--- src/rtl/core/fths_pkg.sv ---
// Shared types, constants and helpers for the frame-tagged history slot table.
package fths_pkg;

    // Table geometry
    localparam int SLOTS   = 8;
    localparam int SLOT_W  = (SLOTS > 1) ? $clog2(SLOTS) : 1;
    localparam int FRAME_W = 31;
    localparam int REPORT_W = 3;
    localparam int REPLAY_W = 32;

    // Stream payload widths
    localparam int IN_DATA_W  = 64;
    localparam int IN_USER_W  = 2;
    localparam int OUT_FIELDS_W = 170;
    localparam int OUT_DATA_W = 176;
    localparam int OUT_USER_W = 2;

    typedef logic [SLOT_W-1:0]  t_idx;
    typedef logic [FRAME_W-1:0] t_frame;

    typedef enum logic [1:0] {
        CMD_ADD    = 2'd0,
        CMD_ACK    = 2'd1,
        CMD_FIND   = 2'd2,
        CMD_REWIND = 2'd3
    } t_cmd;

    typedef enum logic [1:0] {
        STS_IGNORED  = 2'd0,
        STS_HIT      = 2'd1,
        STS_FALLBACK = 2'd2,
        STS_MISS     = 2'd3
    } t_status;

    typedef enum logic [2:0] {
        ST_IDLE,
        ST_SCAN1,
        ST_DECIDE,
        ST_SCAN2,
        ST_COMMIT,
        ST_LOAD
    } t_state;

    // Flags from the slot compare unit
    typedef struct packed {
        logic eq;
        logic lt;
        logic gt;
    } t_cmp_res;

    // Slot index reported in its low three bits
    function automatic logic [REPORT_W-1:0] to_report(input t_idx x);
        logic [SLOT_W+REPORT_W-1:0] ext;
        ext = {{REPORT_W{1'b0}}, x};
        return ext[REPORT_W-1:0];
    endfunction

endpackage

--- src/rtl/core/frame_tagged_history_slots.sv ---
// Top level of the frame-tagged history slot table with its scan sequencer.
//
//  channel   dir  handshake                    payload
//  s_axis    in   i_s_axis_tvalid/o_..tready   tuser: command; tdata: frame, current_frame
//  m_axis    out  o_m_axis_tvalid/i_..tready   tuser: status;  tdata: slot .. ack_frame
//
//  Acknowledge, find and rewind pass IDLE, SCAN1, DECIDE and LOAD; add also passes
//  SCAN2 and COMMIT before LOAD: the single slot compare unit steps through one slot a cycle,
//  once for the lookup and, for add, once more for the newest/oldest/ack rescan.
//  Reset (synchronous, active low) empties all slots and clears marks at once.
//  The result sits in an output register; a stalled result only holds the next
//  item in its final step, the earlier scan steps go on regardless.
module frame_tagged_history_slots
    import fths_pkg::*;
(
    input  logic                  i_clk,
    input  logic                  i_rst_n,
    input  logic                  i_s_axis_tvalid,
    output logic                  o_s_axis_tready,
    // [30:0] frame, [61:31] current_frame, [63:62] zero
    input  logic [IN_DATA_W-1:0]  i_s_axis_tdata,
    // [1:0] command
    input  logic [IN_USER_W-1:0]  i_s_axis_tuser,
    output logic                  o_m_axis_tvalid,
    input  logic                  i_m_axis_tready,
    // [2:0] slot, [33:3] slot_frame, [65:34] replay_count, [66] history_valid,
    // [69:67] newest_slot, [100:70] newest_frame, [103:101] oldest_slot,
    // [134:104] oldest_frame, [135] ack_valid, [138:136] ack_slot,
    // [169:139] ack_frame, [175:170] zero
    output logic [OUT_DATA_W-1:0] o_m_axis_tdata,
    // [1:0] status
    output logic [OUT_USER_W-1:0] o_m_axis_tuser
);

    localparam t_idx LAST_IDX = t_idx'(SLOTS - 1);

    t_state r_state, n_state;

    // Slot table
    t_frame     r_tag [SLOTS];
    logic [SLOTS-1:0] r_used;

    // Persistent summary state with frame copies
    logic   r_have_any;
    t_idx   r_newest_idx, r_oldest_idx, r_ack_idx;
    t_frame r_newest_frame, r_oldest_frame, r_ack_frame;
    logic   r_ack_marked;

    // Latched item
    t_cmd   r_cmd;
    t_frame r_frame, r_cur;

    // Scan accumulators
    t_idx   r_idx;
    logic   r_first;
    logic   r_hit, r_emp;
    t_idx   r_hit_idx, r_emp_idx, r_min_idx, r_max_idx;
    t_frame r_acc_min, r_acc_max;

    // Result of the command
    t_status              r_res_status;
    t_idx                 r_res_slot;
    t_frame               r_res_frame;
    logic signed [REPLAY_W-1:0] r_res_replay;

    // Output register
    logic                  r_out_valid;
    logic [OUT_DATA_W-1:0] r_out_data;
    logic [OUT_USER_W-1:0] r_out_user;

    logic     w_accept, w_last, w_out_free, w_load;
    t_frame   w_entry, w_key;
    logic     w_used;
    t_cmp_res w_cmp;
    t_idx     w_add_idx;
    logic signed [REPLAY_W-1:0] w_replay;

    assign w_accept   = i_s_axis_tvalid && o_s_axis_tready;
    assign w_last     = (r_idx == LAST_IDX);
    assign w_out_free = !r_out_valid || i_m_axis_tready;
    assign w_load     = (r_state == ST_LOAD) && w_out_free;
    assign w_entry    = r_tag[r_idx];
    assign w_used     = r_used[r_idx];
    assign w_key      = (r_state == ST_SCAN2) ? r_ack_frame : r_frame;
    assign w_add_idx  = r_hit ? r_hit_idx : (r_emp ? r_emp_idx : r_min_idx);
    assign w_replay   = $signed({1'b0, r_cur}) - $signed({1'b0, r_frame});

    fths_cmp_unit u_cmp (
        .i_entry (w_entry),
        .i_key   (w_key),
        .i_min   (r_acc_min),
        .i_max   (r_acc_max),
        .o_res   (w_cmp)
    );

    // State register
    always_ff @(posedge i_clk) begin
        if (!i_rst_n) begin
            r_state <= ST_IDLE;
        end else begin
            r_state <= n_state;
        end
    end

    // Next state and handshake
    always_comb begin
        n_state         = r_state;
        o_s_axis_tready = 1'b0;
        unique case (r_state)
            ST_IDLE: begin
                o_s_axis_tready = 1'b1;
                if (i_s_axis_tvalid) n_state = ST_SCAN1;
            end
            ST_SCAN1:  if (w_last) n_state = ST_DECIDE;
            ST_DECIDE: n_state = (r_cmd == CMD_ADD) ? ST_SCAN2 : ST_LOAD;
            ST_SCAN2:  if (w_last) n_state = ST_COMMIT;
            ST_COMMIT: n_state = ST_LOAD;
            ST_LOAD:   if (w_out_free) n_state = ST_IDLE;
            default:   n_state = ST_IDLE;
        endcase
    end

    // Control state: slot usage, summary marks
    always_ff @(posedge i_clk) begin
        if (!i_rst_n) begin
            r_used       <= '0;
            r_have_any   <= 1'b0;
            r_newest_idx <= '0;
            r_oldest_idx <= '0;
            r_ack_marked <= 1'b0;
            r_ack_idx    <= '0;
        end else begin
            if (r_state == ST_DECIDE) begin
                if (r_cmd == CMD_ADD) begin
                    r_used[w_add_idx] <= 1'b1;
                end else if (r_cmd == CMD_ACK) begin
                    r_ack_marked <= r_hit;
                    r_ack_idx    <= r_hit ? r_hit_idx : '0;
                end
            end
            if (r_state == ST_COMMIT) begin
                r_have_any <= !r_first;
                if (!r_first) begin
                    r_newest_idx <= r_max_idx;
                    r_oldest_idx <= r_min_idx;
                end
                if (r_ack_marked) begin
                    r_ack_marked <= r_hit;
                    r_ack_idx    <= r_hit ? r_hit_idx : '0;
                end
            end
        end
    end

    // Datapath: item latch, scan accumulators, table writes, result
    always_ff @(posedge i_clk) begin
        case (r_state)
            ST_IDLE: begin
                if (w_accept) begin
                    r_cmd   <= t_cmd'(i_s_axis_tuser[1:0]);
                    r_frame <= i_s_axis_tdata[FRAME_W-1:0];
                    r_cur   <= i_s_axis_tdata[2*FRAME_W-1:FRAME_W];
                    r_idx   <= '0;
                    r_first <= 1'b1;
                    r_hit   <= 1'b0;
                    r_emp   <= 1'b0;
                end
            end
            ST_SCAN1: begin
                // last used match, first empty, first lowest over all slots
                if (w_used && w_cmp.eq) begin
                    r_hit     <= 1'b1;
                    r_hit_idx <= r_idx;
                end
                if (!w_used && !r_emp) begin
                    r_emp     <= 1'b1;
                    r_emp_idx <= r_idx;
                end
                if (r_first || w_cmp.lt) begin
                    r_acc_min <= w_entry;
                    r_min_idx <= r_idx;
                end
                r_first <= 1'b0;
                r_idx   <= w_last ? '0 : r_idx + t_idx'(1);
            end
            ST_DECIDE: begin
                r_res_replay <= '0;
                r_res_slot   <= '0;
                r_res_frame  <= '0;
                case (r_cmd)
                    CMD_ADD: begin
                        r_tag[w_add_idx] <= r_frame;
                        r_res_status     <= STS_HIT;
                        r_res_slot       <= w_add_idx;
                        r_res_frame      <= r_frame;
                    end
                    CMD_ACK: begin
                        r_res_status <= r_hit ? STS_HIT : STS_MISS;
                        if (r_hit) begin
                            r_res_slot  <= r_hit_idx;
                            r_res_frame <= r_frame;
                            r_ack_frame <= r_frame;
                        end
                    end
                    CMD_FIND: begin
                        if (r_frame == '0) begin
                            r_res_status <= STS_IGNORED;
                        end else if (r_hit) begin
                            r_res_status <= STS_HIT;
                            r_res_slot   <= r_hit_idx;
                            r_res_frame  <= r_frame;
                        end else begin
                            r_res_status <= STS_MISS;
                        end
                    end
                    default: begin
                        // rewind
                        if (r_frame == '0 || r_cur == r_frame) begin
                            r_res_status <= STS_IGNORED;
                        end else begin
                            r_res_replay <= w_replay;
                            if (r_hit) begin
                                r_res_status <= STS_HIT;
                                r_res_slot   <= r_hit_idx;
                                r_res_frame  <= r_frame;
                            end else if (r_have_any) begin
                                r_res_status <= STS_FALLBACK;
                                r_res_slot   <= r_oldest_idx;
                                r_res_frame  <= r_oldest_frame;
                            end else begin
                                r_res_status <= STS_MISS;
                            end
                        end
                    end
                endcase
                r_idx   <= '0;
                r_first <= 1'b1;
                r_hit   <= 1'b0;
            end
            ST_SCAN2: begin
                // extremes over used slots and relocation of the ack frame
                if (w_used) begin
                    if (w_cmp.eq) begin
                        r_hit     <= 1'b1;
                        r_hit_idx <= r_idx;
                    end
                    if (r_first || w_cmp.lt) begin
                        r_acc_min <= w_entry;
                        r_min_idx <= r_idx;
                    end
                    if (r_first || w_cmp.gt) begin
                        r_acc_max <= w_entry;
                        r_max_idx <= r_idx;
                    end
                    r_first <= 1'b0;
                end
                r_idx <= w_last ? '0 : r_idx + t_idx'(1);
            end
            ST_COMMIT: begin
                if (!r_first) begin
                    r_newest_frame <= r_acc_max;
                    r_oldest_frame <= r_acc_min;
                end
            end
            default: begin
            end
        endcase
    end

    // Output register
    always_ff @(posedge i_clk) begin
        if (!i_rst_n) begin
            r_out_valid <= 1'b0;
        end else if (w_load) begin
            r_out_valid <= 1'b1;
        end else if (i_m_axis_tready) begin
            r_out_valid <= 1'b0;
        end
    end

    always_ff @(posedge i_clk) begin
        if (w_load) begin
            r_out_user <= r_res_status;
            r_out_data <= {
                {(OUT_DATA_W - OUT_FIELDS_W){1'b0}},
                r_ack_marked ? r_ack_frame : t_frame'(0),
                r_ack_marked ? to_report(r_ack_idx) : 3'd0,
                r_ack_marked,
                r_have_any ? r_oldest_frame : t_frame'(0),
                r_have_any ? to_report(r_oldest_idx) : 3'd0,
                r_have_any ? r_newest_frame : t_frame'(0),
                r_have_any ? to_report(r_newest_idx) : 3'd0,
                r_have_any,
                r_res_replay,
                r_res_frame,
                to_report(r_res_slot)
            };
        end
    end

    assign o_m_axis_tvalid = r_out_valid;
    assign o_m_axis_tdata  = r_out_data;
    assign o_m_axis_tuser  = r_out_user;

    // Checks
    a_ack_needs_history: assert property (@(posedge i_clk) disable iff (!i_rst_n)
        r_ack_marked |-> r_have_any)
        else $error("ack marked with no history");

    a_have_any_matches_used: assert property (@(posedge i_clk) disable iff (!i_rst_n)
        (r_state == ST_IDLE) |-> (r_have_any == (|r_used)))
        else $error("history flag disagrees with slot usage");

    a_ack_copy: assert property (@(posedge i_clk) disable iff (!i_rst_n)
        ((r_state == ST_IDLE) && r_ack_marked) |->
            (r_used[r_ack_idx] && (r_tag[r_ack_idx] == r_ack_frame)))
        else $error("ack frame copy stale");

    a_newest_copy: assert property (@(posedge i_clk) disable iff (!i_rst_n)
        ((r_state == ST_IDLE) && r_have_any) |->
            (r_used[r_newest_idx] && (r_tag[r_newest_idx] == r_newest_frame)
             && r_used[r_oldest_idx] && (r_tag[r_oldest_idx] == r_oldest_frame)))
        else $error("newest or oldest copy stale");

endmodule

--- src/rtl/core/fths_cmp_unit.sv ---
// Slot compare unit: one table entry against the key and the running extremes.
module fths_cmp_unit
    import fths_pkg::*;
(
    input  t_frame   i_entry,
    input  t_frame   i_key,
    input  t_frame   i_min,
    input  t_frame   i_max,
    output t_cmp_res o_res
);

    // Equality against key, strict order against running min and max
    always_comb begin
        o_res.eq = (i_entry == i_key);
        o_res.lt = (i_entry < i_min);
        o_res.gt = (i_entry > i_max);
    end

endmodule

--- config.mk ---
export PLATFORM = sky130hd
export DESIGN_NAME = frame_tagged_history_slots
export DESIGN_NICKNAME = d
export VERILOG_FILES = /design/src/rtl/core/fths_pkg.sv /design/src/rtl/core/frame_tagged_history_slots.sv /design/src/rtl/core/fths_cmp_unit.sv
export SDC_FILE = /design/constraint.sdc
export NUM_CORES = 1
export LEC_CHECK = 0
export ABC_AREA = 1
export BUFFER_PORTS_ARGS = -buffer_cell sky130_fd_sc_hd__buf_2
export CAP_MARGIN = 30
export CORE_AREA = 2 2 293 295
export DETAILED_ROUTE_END_ITERATION = 8
export DIE_AREA = 0 0 295 297
export PLACE_DENSITY = 0.67
export SETUP_SLACK_MARGIN = 0.3
export SLEW_MARGIN = 10
export SYNTH_ARGS = -nofsm -noshare
export SYNTH_HDL_FRONTEND = slang
export SYNTH_SLANG_ARGS = --single-unit
--- constraint.sdc ---
create_clock -name i_clk -period 10.6 [get_ports i_clk]
set_input_delay 1.59 -clock i_clk [delete_from_list [all_inputs] [get_ports i_clk]]
set_output_delay 1.59 -clock i_clk [all_outputs]
set_load 0.01 [all_outputs]
==> out/qor.yml <==
layout:
  nNetsFinal: 3445
  area_growth_pct: 15.3
  drive_gt1_share_pct: 12.7
  final_area_um2: 37800
  final_cells: 4486
  utilization_pct: 44.8
place:
  routabilityCongestion: 0.903
  place_inst: 4345
  port_buffers: 241
  hpwl_um: 59000
  placed_area_um2: 35400
power_and_ir_drop:
  power_density_nw_per_um2: 259
  p_switching_mw: 3.53
  leakage_nw: 16.0
  clockPowerShare_pct: 26.9
  ir_worst_vdd_uv: 186
  seqPwrFrac_pct: 42.8
  power_frac_comb_pct: 30.2
  p_int_mw: 6.27
  swShare_pct: 36.0
drt:
  ant_nets: 0
  vias_per_cell: 4.96
  dr.first_iter.drc_count: 2453
  dr_total_vias: 22237
  remaining_drc_errors: 0
  routedWlPerCell_um: 19.2
  wl_um: 86200
  drt-pass1-iter-count: 6
clock_tree:
  cts_tree: "yes"
  cts_setup_buffers: 0
  cts_root_buf: "clkbuf_16"
  postCtsHoldBufs: 0
  cts.sinks: 751
  clk_pin_slew_worst_paths_ns: 0.06
  cts-resized-gates: 0
  clock_latency_ns: 0.63
  h-tree-depth: 3
  cts.path.max_buffers: 3
  cts_inserted_buffers: 76
synthesis:
  netlist.top_cell.by_area: "edfxtp_1"
  yosysTopAreaCellShare_pct: 66.4
  syn_avg_cell_area_um2: 10.9
  ys_ff_latch: 751
  synth_area_leaders: "edfxtp_1 66%, nand2_1 8.6%, inv_1 5.6%"
  synth.distinct_cells: 46
  synth_area_um2: 32800
  syn_inst: 3010
  yosysWarningCount: 0
  synth_seq_area_share_pct: 68.0
worst_setup_path:
  end_kind: "register"
  criticalPathCategory: "reg2reg"
  cp.arrival_ns: 4.98
  cp_max_fo: 61
  required_ns: 10.91
  cp-start-kind: "register"
grt:
  grt_max_degree: 84
  grt_use_met1_pct: 26.3
  grt_pass1_vias: 21110
  grt.total_usage_pct: 19.4
  top_usage_layer: "met2"
  gr-usage-met3_pct: 3.40
  grt_first_pass_wirelength_um: 127000
  grt_util_met2_pct: 30.9
  grt_overflow_total: 0
  antenna_found_initial: 7
floorplanning:
  ios: 250
  core_area_um2: 84500
  die_x_um: 295
  num_rows: 107
  die_area_um2: 87600
  initial_core_util_pct: 38.8
  die_y_um: 297
timing:
  finalCritPeriodShare_pct: 44.0
  worst_pin_slew_ns: 0.954
  relSlewSlack_pct: 36.4
  skew_ns: 0.0352
  finalHoldViolCount: 0
  finalSetupViolCount: 0
  fmax_mhz: 214
  grt_setup_unrepaired: "no"
  setup_tns_ns: 0
  period_needed_ns: 4.67
  drv_slew: 0
job:
  drv_cap: 0
worst_hold_path:
  hold_class: "reg2reg"
status:
  run_status: "finished clean"
## routing by layer
layer | vias up | part of all wire (%)
li1 | 10608 | -
met1 | 10629 | 42
met2 | 856 | 46
met3 | 140 | 8.4
met4 | 4 | 3.6
met5 | - | 0.019
## metrics by stage
stage               setup WS (ns)  power (mW)  hold slack, ns
finish                       5.93        9.80           0.415
global route                 5.54        10.3           0.423
CTS                          5.91        9.83           0.408
detailed placement           5.92        7.18           0.405
global placement             5.54        7.08           0.403
floorplan                    1.16        6.18           0.400
## power by group through the flow
stage          clock (mW)  sequential, mW  combinational (mW)
6_report             2.64            4.20                2.96
3_3_place_gp            0            4.25                2.82
4_1_cts              2.69            4.20                2.94
5_1_grt              2.79            4.24                3.32
3_5_place_dp            0            4.26                2.92
2_1_floorplan           0            4.17                2.01
## registers in the layout, summed over array words and instances (netlist names), 8 cells and up, named ones only
| signal | cells |
|---|---|
| o_m_axis_tdata | 170 |
| r_acc_max | 31 |
| r_acc_min | 31 |
| r_ack_frame | 31 |
| r_cur | 31 |
| r_frame | 31 |
| r_newest_frame | 31 |
| r_oldest_frame | 31 |
| r_res_frame | 31 |
| r_res_replay | 32 |
| r_tag | 248 |
| r_used | 8 |
## final timing paths
| check | startpoint | endpoint | slack (ns) | cells after the start |
|---|---|---|---|---|
| setup / recovery | register | r_acc_max[1]$_DFFE_PP_ | 5.93 | 16 |
| hold / removal | r_res_replay[28]$_SDFFCE_PP0P_ | o_m_axis_tdata[62]$_DFFE_PP_ | 0.42 | 0 |
| setup reg to reg | register | r_acc_max[1]$_DFFE_PP_ | 5.93 | 16 |
| hold reg to reg | r_res_replay[28]$_SDFFCE_PP0P_ | o_m_axis_tdata[62]$_DFFE_PP_ | 0.42 | 0 |
## logic make-up (layout without fill, tap and decap cells)
logic type | after synthesis | in the layout | synth area share [%]
AND/OR/NAND/NOR | 1212 | 1212 | 15.0
other | 1 | 7 | 0.0114
flip-flops | 751 | 751 | 68.0
buffers and inverters | 584 | 910 | 7.17
adder cells (fa/ha/maj) | 95 | 95 | 3.65
AO/OA/AOI/OAI | 364 | 364 | 6.11
XOR/XNOR | 3 | 3 | 0.0801
## cell usage after synthesis, drive strengths merged
cell and n:
a21oi 161, a221oi 2, a22oi 1, a21o 4, nor3b 3, o311ai 1
nand3b 4, edfxtp 725, nand2 752, o21bai 2, a21boi 2, o221ai 2
nand3 184, dfxtp 26, xor2 3, o21a 35, nor4 7, clkbuf 33
conb 1, o21ai 130, o211ai 4, fa 1, o32ai 1, nor3 10
buf 61, nor4b 1, o22ai 4, o221a 1, inv 490, a31oi 6
or2 7, nand4 21, and3 1, a211oi 7, ha 94, o31a 1
nor2 222
## cell usage in the layout (no fill, tap or decap), types with 3 or more instances in the layout
master | netlist | routed
a211oi_1 | 7 | 7
a21o_1 | 4 | 4
a21oi_1 | 161 | 159
a31oi_1 | 6 | 6
buf_12 | 0 | 3
buf_2 | 31 | 241
buf_4 | 11 | 36
bufinv_16 | 0 | 7
clkbuf_1 | 32 | 12
clkbuf_16 | 0 | 76
clkinv_1 | 0 | 17
clkinv_2 | 0 | 15
clkinvlp_4 | 0 | 4
conb_1 | 1 | 6
dfxtp_1 | 26 | 22
edfxtp_1 | 725 | 725
ha_1 | 94 | 94
inv_1 | 487 | 486
inv_6 | 0 | 4
nand2_1 | 752 | 752
nand3_1 | 183 | 183
nand3b_1 | 4 | 4
nand4_1 | 21 | 21
nor2_1 | 221 | 207
nor2_2 | 1 | 10
nor2_4 | 0 | 5
nor3_1 | 10 | 10
nor3b_1 | 3 | 3
nor4_1 | 7 | 7
o211ai_1 | 4 | 4
o21a_1 | 35 | 35
o21ai_0 | 103 | 103
o21ai_1 | 27 | 27
o22ai_1 | 4 | 4
or2_2 | 7 | 7
xor2_1 | 3 | 3
## critical path: stages, from the launching register on
cell	delay, ns
dfxtp_4	0.77
inv_4	0.42
buf_4	0.45
o21ai_1	0.22
nand3_1	0.13
nand2_1	0.23
inv_1	0.16
ha_1	0.33
nand2_1	0.05
nor2_1	0.15
nand4_1	0.14
nor4_1	0.26
nand2_1	0.10
nand2_1	0.07
nand2_1	0.13
a21oi_4	0.39
buf_12	0.24
## cell type report
cell class              count  area, um2
flip-flops and latches    751      22300
repair buffers            281       1560
multi-input cells        1680       8250
clock inverters            50        467
fillers                  7747      46700
well taps                1144       1430
diodes                      1       2.50
inverters                 490       1840
clock buffers              89       1960
(Power assumes the default switching activity.)
